File: config.mk
export PLATFORM = sky130hd
export DESIGN_NAME = int_to_decimal_ascii_flat
export DESIGN_NICKNAME = d
export VERILOG_FILES = /design/src/rtl/idta_pkg.sv /design/src/rtl/idta_in_if.sv /design/src/rtl/idta_out_if.sv /design/src/rtl/idta_bcd_cell.sv /design/src/rtl/int_to_decimal_ascii.sv /design/src/flat_wrapper.sv
export SDC_FILE = /design/constraint.sdc
export NUM_CORES = 1
export LEC_CHECK = 0
export BUFFER_PORTS_ARGS = -buffer_cell sky130_fd_sc_hd__buf_2
export CORE_ASPECT_RATIO = 0.5
export CORE_MARGIN = 3
export CORE_UTILIZATION = 35
export CTS_BUF_LIST = sky130_fd_sc_hd__clkbuf_8 sky130_fd_sc_hd__clkbuf_16
export CTS_CLUSTER_SIZE = 12
export DETAILED_ROUTE_END_ITERATION = 8
export RECOVER_POWER = 25
export SLEW_MARGIN = 20
export SYNTH_ARGS = -nofsm -noshare
export SYNTH_HDL_FRONTEND = slang
export SYNTH_HIERARCHICAL = 1
export SYNTH_SLANG_ARGS = --single-unit
File: constraint.sdc
create_clock -name clk_i -period 4.05 [get_ports clk_i]
set_clock_uncertainty 0.05 [all_clocks]
set_input_delay 0.405 -clock clk_i [delete_from_list [all_inputs] [get_ports clk_i]]
set_output_delay 0.405 -clock clk_i [all_outputs]
set_load 0.02 [all_outputs]
File: src/rtl/idta_pkg.sv
`timescale 1ns / 1ps
`default_nettype none
// ----------------------------------------------------------------------------
// idta_pkg
// shared widths, character codes and the digit cell control type
// ----------------------------------------------------------------------------
package idta_pkg;

  localparam int unsigned ValueWidth = 32;
  localparam int unsigned CharWidth  = 6;
  localparam int unsigned DigitWidth = 4;
  localparam int unsigned NumDigits  = 10;
  localparam int unsigned CntWidth   = $clog2(ValueWidth);
  localparam int unsigned RemWidth   = $clog2(NumDigits + 1);

  localparam logic [CharWidth-1:0]  ChZero    = 6'd48;
  localparam logic [CharWidth-1:0]  ChMinus   = 6'd45;
  localparam logic [DigitWidth-1:0] DigitFive = 4'd5;
  localparam logic [DigitWidth-1:0] DigitAdj  = 4'd3;

  typedef struct packed {
    logic clear;
    logic dabble;
    logic move;
  } cell_ctrl_t;

endpackage
`default_nettype wire

File: src/rtl/idta_in_if.sv
`timescale 1ns / 1ps
`default_nettype none
// ----------------------------------------------------------------------------
// idta_in_if
// input channel: one signed integer per transfer
// ----------------------------------------------------------------------------
interface idta_in_if;
  logic                                    valid;
  logic                                    ready;
  logic signed [idta_pkg::ValueWidth-1:0]  value;

  modport source (output valid, output value, input ready);
  modport sink   (input valid, input value, output ready);
endinterface
`default_nettype wire

File: src/rtl/idta_out_if.sv
`timescale 1ns / 1ps
`default_nettype none
// ----------------------------------------------------------------------------
// idta_out_if
// output channel: one ascii character per transfer
// ----------------------------------------------------------------------------
interface idta_out_if;
  logic                             valid;
  logic                             ready;
  logic [idta_pkg::CharWidth-1:0]   text_char;
  logic                             final_char;

  modport source (output valid, output text_char, output final_char, input ready);
  modport sink   (input valid, input text_char, input final_char, output ready);
endinterface
`default_nettype wire

File: src/rtl/idta_bcd_cell.sv
`timescale 1ns / 1ps
`default_nettype none
// ----------------------------------------------------------------------------
// idta_bcd_cell
// one decimal digit of the shift-and-add-3 chain, also shifts digits upward
// ----------------------------------------------------------------------------
module idta_bcd_cell (
  input  wire logic                               clk_i,
  input  wire idta_pkg::cell_ctrl_t               ctrl_i,
  input  wire logic                               bit_i,
  input  wire logic [idta_pkg::DigitWidth-1:0]    digit_i,
  output logic                                    bit_o,
  output logic [idta_pkg::DigitWidth-1:0]         digit_o
);

  logic [idta_pkg::DigitWidth-1:0] digit_q;
  logic [idta_pkg::DigitWidth-1:0] corr;

  always_comb begin
    corr = (digit_q >= idta_pkg::DigitFive) ? digit_q + idta_pkg::DigitAdj : digit_q;
  end

  assign bit_o   = corr[idta_pkg::DigitWidth-1];
  assign digit_o = digit_q;

  always_ff @(posedge clk_i) begin
    if (ctrl_i.clear) begin
      digit_q <= '0;
    end else if (ctrl_i.dabble) begin
      digit_q <= {corr[idta_pkg::DigitWidth-2:0], bit_i};
    end else if (ctrl_i.move) begin
      digit_q <= digit_i;
    end
  end

endmodule
`default_nettype wire

File: src/rtl/int_to_decimal_ascii.sv
`timescale 1ns / 1ps
`default_nettype none
// ----------------------------------------------------------------------------
// int_to_decimal_ascii
// signed 32-bit integer to decimal ascii text, most significant digit first
// ----------------------------------------------------------------------------
// One integer is taken per conversion. Its magnitude is shifted one bit per
// cycle into a row of ten BCD digit cells (shift and add 3). Leading zero
// digits are then shifted out of the top cell, one per cycle (up to nine),
// and the text leaves one character per cycle, when the receiver is ready,
// from an output register: an optional '-' and then the digits, the last one
// flagged with final_char. A new integer is accepted while the last
// character still waits for transfer.
// ----------------------------------------------------------------------------
module int_to_decimal_ascii (
  input  wire logic   clk_i,
  input  wire logic   rst_ni,
  idta_in_if.sink     in_i,
  idta_out_if.source  out_o
);

  typedef enum logic [2:0] {
    StIdle,
    StConv,
    StSkip,
    StSign,
    StEmit
  } state_e;

  localparam int unsigned ND = idta_pkg::NumDigits;
  localparam logic [idta_pkg::CntWidth-1:0] ConvLast = idta_pkg::CntWidth'(idta_pkg::ValueWidth - 1);
  localparam logic [idta_pkg::RemWidth-1:0] RemFull  = idta_pkg::RemWidth'(ND);
  localparam logic [idta_pkg::RemWidth-1:0] RemOne   = idta_pkg::RemWidth'(1);

  state_e                            state_q;
  logic [idta_pkg::ValueWidth-1:0]   mag_q;
  logic                              neg_q;
  logic [idta_pkg::CntWidth-1:0]     cnt_q;
  logic [idta_pkg::RemWidth-1:0]     remain_q;
  logic                              out_valid_q;
  logic [idta_pkg::CharWidth-1:0]    out_char_q;
  logic                              out_final_q;

  idta_pkg::cell_ctrl_t              ctrl;
  logic                              in_xfer;
  logic                              out_free;
  logic                              char_load;
  logic                              skip_zero;
  logic [ND-1:0]                     carry;
  logic [idta_pkg::DigitWidth-1:0]   dig_in  [ND];
  logic [idta_pkg::DigitWidth-1:0]   dig_out [ND];
  logic [idta_pkg::DigitWidth-1:0]   top_digit;

  assign in_i.ready       = (state_q == StIdle);
  assign in_xfer          = in_i.valid && in_i.ready;
  assign out_o.valid      = out_valid_q;
  assign out_o.text_char  = out_char_q;
  assign out_o.final_char = out_final_q;
  assign out_free         = !out_valid_q || out_o.ready;
  assign char_load        = out_free && ((state_q == StSign) || (state_q == StEmit));

  assign top_digit = dig_out[ND-1];
  assign skip_zero = (top_digit == '0) && (remain_q > RemOne);

  always_comb begin
    ctrl.clear  = in_xfer;
    ctrl.dabble = (state_q == StConv);
    ctrl.move   = ((state_q == StSkip) && skip_zero) || ((state_q == StEmit) && out_free);
  end

  // digit row, bits enter at cell 0 and digits move toward the top cell
  assign carry[0]  = mag_q[idta_pkg::ValueWidth-1];
  assign dig_in[0] = '0;

  for (genvar i = 0; i < ND; i++) begin : g_cell
    logic cell_bit;

    idta_bcd_cell u_cell (
      .clk_i   (clk_i),
      .ctrl_i  (ctrl),
      .bit_i   (carry[i]),
      .digit_i (dig_in[i]),
      .bit_o   (cell_bit),
      .digit_o (dig_out[i])
    );

    if (i < ND - 1) begin : g_link
      assign carry[i+1]  = cell_bit;
      assign dig_in[i+1] = dig_out[i];
    end
  end

  always_ff @(posedge clk_i or negedge rst_ni) begin
    if (!rst_ni) begin
      state_q     <= StIdle;
      mag_q       <= '0;
      neg_q       <= 1'b0;
      cnt_q       <= '0;
      remain_q    <= '0;
      out_valid_q <= 1'b0;
      out_char_q  <= '0;
      out_final_q <= 1'b0;
    end else begin
      if (char_load) begin
        out_valid_q <= 1'b1;
      end else if (out_o.ready) begin
        out_valid_q <= 1'b0;
      end
      case (state_q)
        StIdle: begin
          if (in_i.valid) begin
            neg_q    <= in_i.value[idta_pkg::ValueWidth-1];
            mag_q    <= in_i.value[idta_pkg::ValueWidth-1] ? (~in_i.value + 1'b1)
                                                            : in_i.value;
            cnt_q    <= '0;
            remain_q <= RemFull;
            state_q  <= StConv;
          end
        end
        StConv: begin
          mag_q <= {mag_q[idta_pkg::ValueWidth-2:0], 1'b0};
          cnt_q <= cnt_q + 1'b1;
          if (cnt_q == ConvLast) begin
            state_q <= StSkip;
          end
        end
        StSkip: begin
          if (skip_zero) begin
            remain_q <= remain_q - 1'b1;
          end else begin
            state_q <= neg_q ? StSign : StEmit;
          end
        end
        StSign: begin
          if (out_free) begin
            out_char_q  <= idta_pkg::ChMinus;
            out_final_q <= 1'b0;
            state_q     <= StEmit;
          end
        end
        StEmit: begin
          if (out_free) begin
            out_char_q  <= idta_pkg::ChZero + {2'b00, top_digit};
            out_final_q <= (remain_q == RemOne);
            remain_q    <= remain_q - 1'b1;
            if (remain_q == RemOne) begin
              state_q <= StIdle;
            end
          end
        end
        default: begin
          state_q <= StIdle;
        end
      endcase
    end
  end

endmodule
`default_nettype wire
File: src/flat_wrapper.sv
// flat-port wrapper written by rule: the top's interface ports become plain ports
module int_to_decimal_ascii_flat 
  (clk_i, rst_ni, in_i_valid, in_i_value, in_i_ready, out_o_valid, out_o_text_char, out_o_final_char, out_o_ready);
  idta_in_if in_i_i ();
  idta_out_if out_o_i ();
  input  wire logic clk_i;
  input  wire logic rst_ni;
  input wire logic [$bits(in_i_i.valid)-1:0] in_i_valid;
  input wire logic [$bits(in_i_i.value)-1:0] in_i_value;
  output wire logic [$bits(in_i_i.ready)-1:0] in_i_ready;
  output wire logic [$bits(out_o_i.valid)-1:0] out_o_valid;
  output wire logic [$bits(out_o_i.text_char)-1:0] out_o_text_char;
  output wire logic [$bits(out_o_i.final_char)-1:0] out_o_final_char;
  input wire logic [$bits(out_o_i.ready)-1:0] out_o_ready;
  assign in_i_i.valid = in_i_valid;
  assign in_i_i.value = in_i_value;
  assign in_i_ready = in_i_i.ready;
  assign out_o_valid = out_o_i.valid;
  assign out_o_text_char = out_o_i.text_char;
  assign out_o_final_char = out_o_i.final_char;
  assign out_o_i.ready = out_o_ready;
  int_to_decimal_ascii u_core (.clk_i(clk_i), .rst_ni(rst_ni), .in_i(in_i_i), .out_o(out_o_i));
endmodule
Yosys cells after proc, flatten, opt, wreduce, memory -nomap -nowiden --
Cells that the tools add are included.
Storage, ports and cells: input port bits 36, word-level logic and storage cells 133, bits in writable memories 0, bits in latches 0, bits in read-only memories 0, register bits after elaboration 93, memories 0
Cells by class: multipliers 0, $lt $le $gt $ge 11, divide/modulo/power cells 0, mux-type cells 55, add/sub/neg operators 14, bitwise operators 1, reductions and logical operators 21, equal/unequal tests 13, shift operators 0
Operators with widths (number):
- 4-bit two-way mux | 32
- 32-bit two-way mux | 2
- 32-bit one-hot mux with 2 select lines | 1
- 4-bit by 3-bit >= comparator with 1-bit output (second input constant) | 10
- 4-bit by 2-bit adder with 4-bit output (second input constant) | 9
- 32-bit by 1-bit adder with 32-bit output (second input constant) | 1
- 32-bit inverter | 1
- 3-bit two-way mux | 8
- 3-bit one-hot mux with 5 select lines | 1
- 6-bit two-way mux | 2
- 4-bit one-hot mux with 3 select lines | 1
- 6-bit one-hot mux with 2 select lines | 1
- 5-bit one-hot mux with 2 select lines | 1
- 2-bit != test (second input constant) | 4
- 2-bit nonzero test | 4
- 5-bit by 5-bit adder with 6-bit output (first input constant) | 1
- 3-bit by 2-bit equality test with 1-bit output (second input constant) | 2
- 2-bit by 1-bit != test with 1-bit output (second input constant) | 3
- 6-bit AND reduction | 1
- 5-bit by 1-bit adder with 5-bit output (second input constant) | 1
- 5-bit equality test (second input constant) | 1
- 1-bit logical AND | 5
- 5-bit two-way mux | 1
- 4-bit by 1-bit equality test with 1-bit output (second input constant) | 1
- other kinds (15) | 21

Longest topological paths before layout --
depth after elaboration 6, depth in mapped cells 10, gate-level depth less buffers 9

By module --
The synthesis kept the hierarchy.
Modules (own cells, without submodules):
- int_to_decimal_ascii | sequential area each 1326.3 sq um, area each 3231.8 sq um, cells an instance 350, times used 1
- idta_bcd_cell | sequential area each 80.1 sq um, area each 280.3 sq um, cells an instance 35, times used 10

Worst setup path after synthesis --
Ideal clock, no wire load.
path kind reg-to-reg, from register u_core.state_q[0], to register u_core/mag_q[27] (netlist bit), clock period less this slack 2.789 ns, required time 3.874 ns, stages on the path, launching flop included 10, buffers on the path 3, data arrival time 2.612 ns, setup time 0.126 ns, setup slack 1.261 ns, cell sequence dfrtp_1 > clkbuf_1 > or4b_1 > buf_4 > inv_2 > nor2_1 > clkbuf_1 > a22oi_1 > nand2_1 > a311o_1
Between the ends: longest elaborated chain between the ends 3, elaborated cells on any way between the ends 6
RTL lines:
- start: declaration | RTL line int_to_decimal_ascii.sv:35 | state_e state_q;
- start signal: assignment | RTL line int_to_decimal_ascii.sv:95 | state_q <= StIdle;
- start signal: assignment | RTL line int_to_decimal_ascii.sv:117 | state_q <= StConv;
- start signal: assignment | RTL line int_to_decimal_ascii.sv:124 | state_q <= StSkip;
- 3-bit by 1-bit equality test with 1-bit output / 3-bit logical NOT (equally long branches) | RTL line int_to_decimal_ascii.sv:109 | case (state_q)
- 2-bit nonzero test (no source line) / 2-bit != test (equally long branches)
- 2-bit AND reduction (no source line)
- end signal: assignment | RTL line int_to_decimal_ascii.sv:113 | mag_q <= in_i.value[idta_pkg::ValueWidth-1] ? (~in_i.value + 1'b1)
- end signal: assignment | RTL line int_to_decimal_ascii.sv:121 | mag_q <= {mag_q[idta_pkg::ValueWidth-2:0], 1'b0};
- end: declaration | RTL line int_to_decimal_ascii.sv:36 | logic [idta_pkg::ValueWidth-1:0] mag_q;
Parallel ways exist; a longest one is shown, timed or not. A chain may end at the register's enable or synchronous reset.

Worst setup path after layout --
from register u_core.state_q[1], to register u_core/mag_q[31] (netlist bit)
The elaborated chain is that of the path after synthesis.

==> metrics.md <==
| Metric | Value |
|---|---|
| Worst r2r dst | u_core/mag_q[31] |
| Post-DR wirelength/cell | 13.5 um |
| Sequential share of power | 36.2% |
| Crit path arrival time | 2970 ps |
| Largest net degree at the start of global routing | 147 |
| Core area | 16600 um2 |
| Switching share of power | 39.5% |
| Max-cap violations | 0 |
| Reg2reg start | u_core/state_q[1] |
| P per Cell Area | 700 nW/um2 |
| IO Count | 45 |
| Clock root buffer | clkbuf_16 |
| Slew HR | 17.2% |
| Routed wire length | 13000 um |
| Finished Layout Cells | 964 |
| CP max FO | 67 |
| Static Leak | 0.00266 uW |
| Post-DR vias/cell | 5.38 |
| Sw Pwr | 1870 uW |
| R2r setup slk | 1290 ps |
| CP startpoint kind | register |
| DR vias | 5187 |
| Initial Util | 36.2% |
| Fin Hold WS | 315 ps |
| Max-slew violation count | 0 |
| 1st-iter DRT viols | 246 |
| Final Critical Period | 2760 ps |
| Pint | 2860 uW |
| Critical path class | register to register |
| CTS tree | built |
| FILL cells | 1678 |
| Clk Latency, worst-skew pair | 340 ps |
| Min-delay src | in_i_value[12] |
| Met2 Usage GRT | 22.9% |
| Nets | 793 |
| Final TNS setup | 0 ps |
| Area grow syn2layout | 12.5% |
| CTS sink count | 93 |
| Layout cells sized above 1 | 11.4% |
| Post-CTS setup buffer count | 0 |
| Maximum clock path buffer count | 2 |
| Global-route usage over all layers | 14.0% |
| CTS resizes | 0 |
| GRT Max-Usage Layer | met2 |
| Required @ worst endpoint | 4270 ps |
| WHS Path Cells | 3 |
| Initial antenna violation count | 0 |
| Post-DRT Antenna Nets | 0 |
| Pre-antenna DRT Iters | 4 |
| Max VDD drop | 0.400 mV |
| Tcrit/Tclk final | 68.0% |
| CP endpoint kind | register |
| GR Overflow Total | 0 |
| Met1 usage | 19.2% |
| Final setup viols | 0 |
| Placer Congestion | 0.768 |
| Final hold vios | 0 |
| Vias in the first global route | 4740 |
| RSZ-0062 raised after global routing | no |
| First-pass GRT wire length | 22300 um |
| Tightest Pin Transition | 1240 ps |
| Die area | 18900 um2 |
| Fmax | 0.363 GHz |
| Site row count | 33 |
| Hold Buf Count CTS | 1 |
| Total chip power | 4730 uW |
| Comb power frac | 43.3% |
| PortBufs | 44 |
| Detailed-placement wirelength estimate | 8620 um |
| Crit path launch | u_core/state_q[1] |
| Die Y | 98.7 um |
| Reg2Reg Depth | 8 |
| Synthesized netlist cell count | 696 |
| Met3 Use GR | 2.81% |
| Antenna Cells | 0 |
| Drt drc | 0 |
| Status | complete, no violations |
| Htree depth | 3 |
| Number of CTS-inserted buffers | 9 |
| Cell Area, Synth | 6010 um2 |
| DP Cell Count | 947 |
| Worst hold path class | primary input to register |
| Clock slew at reported path FFs | 70 ps |
| Syn. warnings | 6 |
| Chip Width | 191 um |
| Clock power share | 20.6% |
| Average cell area after synthesis | 8.64 um2 |
| Hold EP | u_core/mag_q[12] |
-- cell type report --
cell class                      instances  area (um2)  area share, %
Clock buffer                           10         239           3.53
Clock inverter                          6         109           1.61
Inverter                               30         115           1.70
Multi-Input combinational cell        547        3620           53.5
Sequential cell                        93        2130           31.4
Tap cell                              227         284           4.20
Timing Repair Buffer                   51         274           4.05
-- flip-flops by register name, summed over array words and instances, names as in the netlist --
register,cells
u_core/g_cell.u_cell/digit_o,40
u_core/mag_q,32
u_core/out_o.text_char,6
u_core/cnt_q,5
u_core/remain_q,4
u_core/state_q,3
u_core/neg_q,1
u_core/out_o.final_char,1
u_core/out_o.valid,1
-- critical path, cell delays in order, from the launching register on --
cell and delay, ps:
dfrtp_1 500, or4b_1 550, buf_4 270, inv_2 120, buf_4 510, nand2_1 220
nor2_1 170, nand4b_1 120, a21oi_1 160
-- power groups by stage --
stage                     logic, uW  registers [uW]  clock network (uW)
after floorplan                1710            1640                   0
after global placement         2010            1720                   0
after detailed placement       2060            1730                   0
after CTS                      2070            1710                1010
after global routing           2350            1770                1040
final                          2050            1710                 974
-- routing by layer --
metal / up-vias / wire length, um
met1: 2463 / 6530
met2: 82 / 5990
met4: 0 / 85
met5: - / 0
li1: 2636 / -
met3: 6 / 424
-- metrics by stage --
stage / util (%) / worst slack, ps / cell area [um2]
after floorplan: - / 1260 / 6020
after global placement: 38.6 / 1310 / 6410
after detailed placement: 38.7 / 1290 / 6420
after CTS: 40.8 / 1260 / 6780
after global routing: 40.8 / 1010 / 6760
final: 40.8 / 1290 / 6760
-- cells in the final DEF (no fill, tap or decap), types with 11 or more instances in the layout --
cell / count
dfrtp_1: 53
nand3_1: 15
nor2_1: 62
buf_2: 35
a22o_1: 15
ha_1: 25
nor3b_1: 12
nor2b_1: 14
xor2_1: 12
a31oi_1: 12
a22oi_1: 13
a21oi_1: 52
nand2_1: 62
or4b_1: 11
nand4b_1: 12
inv_1: 28
o21ai_0: 57
mux2i_1: 36
dfxtp_1: 40
nand2b_1: 12
-- worst max path at each step --
stage / endpoint / slack [ps]
global route: u_core/mag_q[31] / 1010
floorplan: u_core/mag_q[27] / 1260
CTS: u_core/mag_q[31] / 1260
detailed placement: u_core/mag_q[31] / 1290
global placement: u_core/mag_q[29] / 1310
finish: u_core/mag_q[31] / 1290
Note: power is estimated with default switching activity, not from simulation.
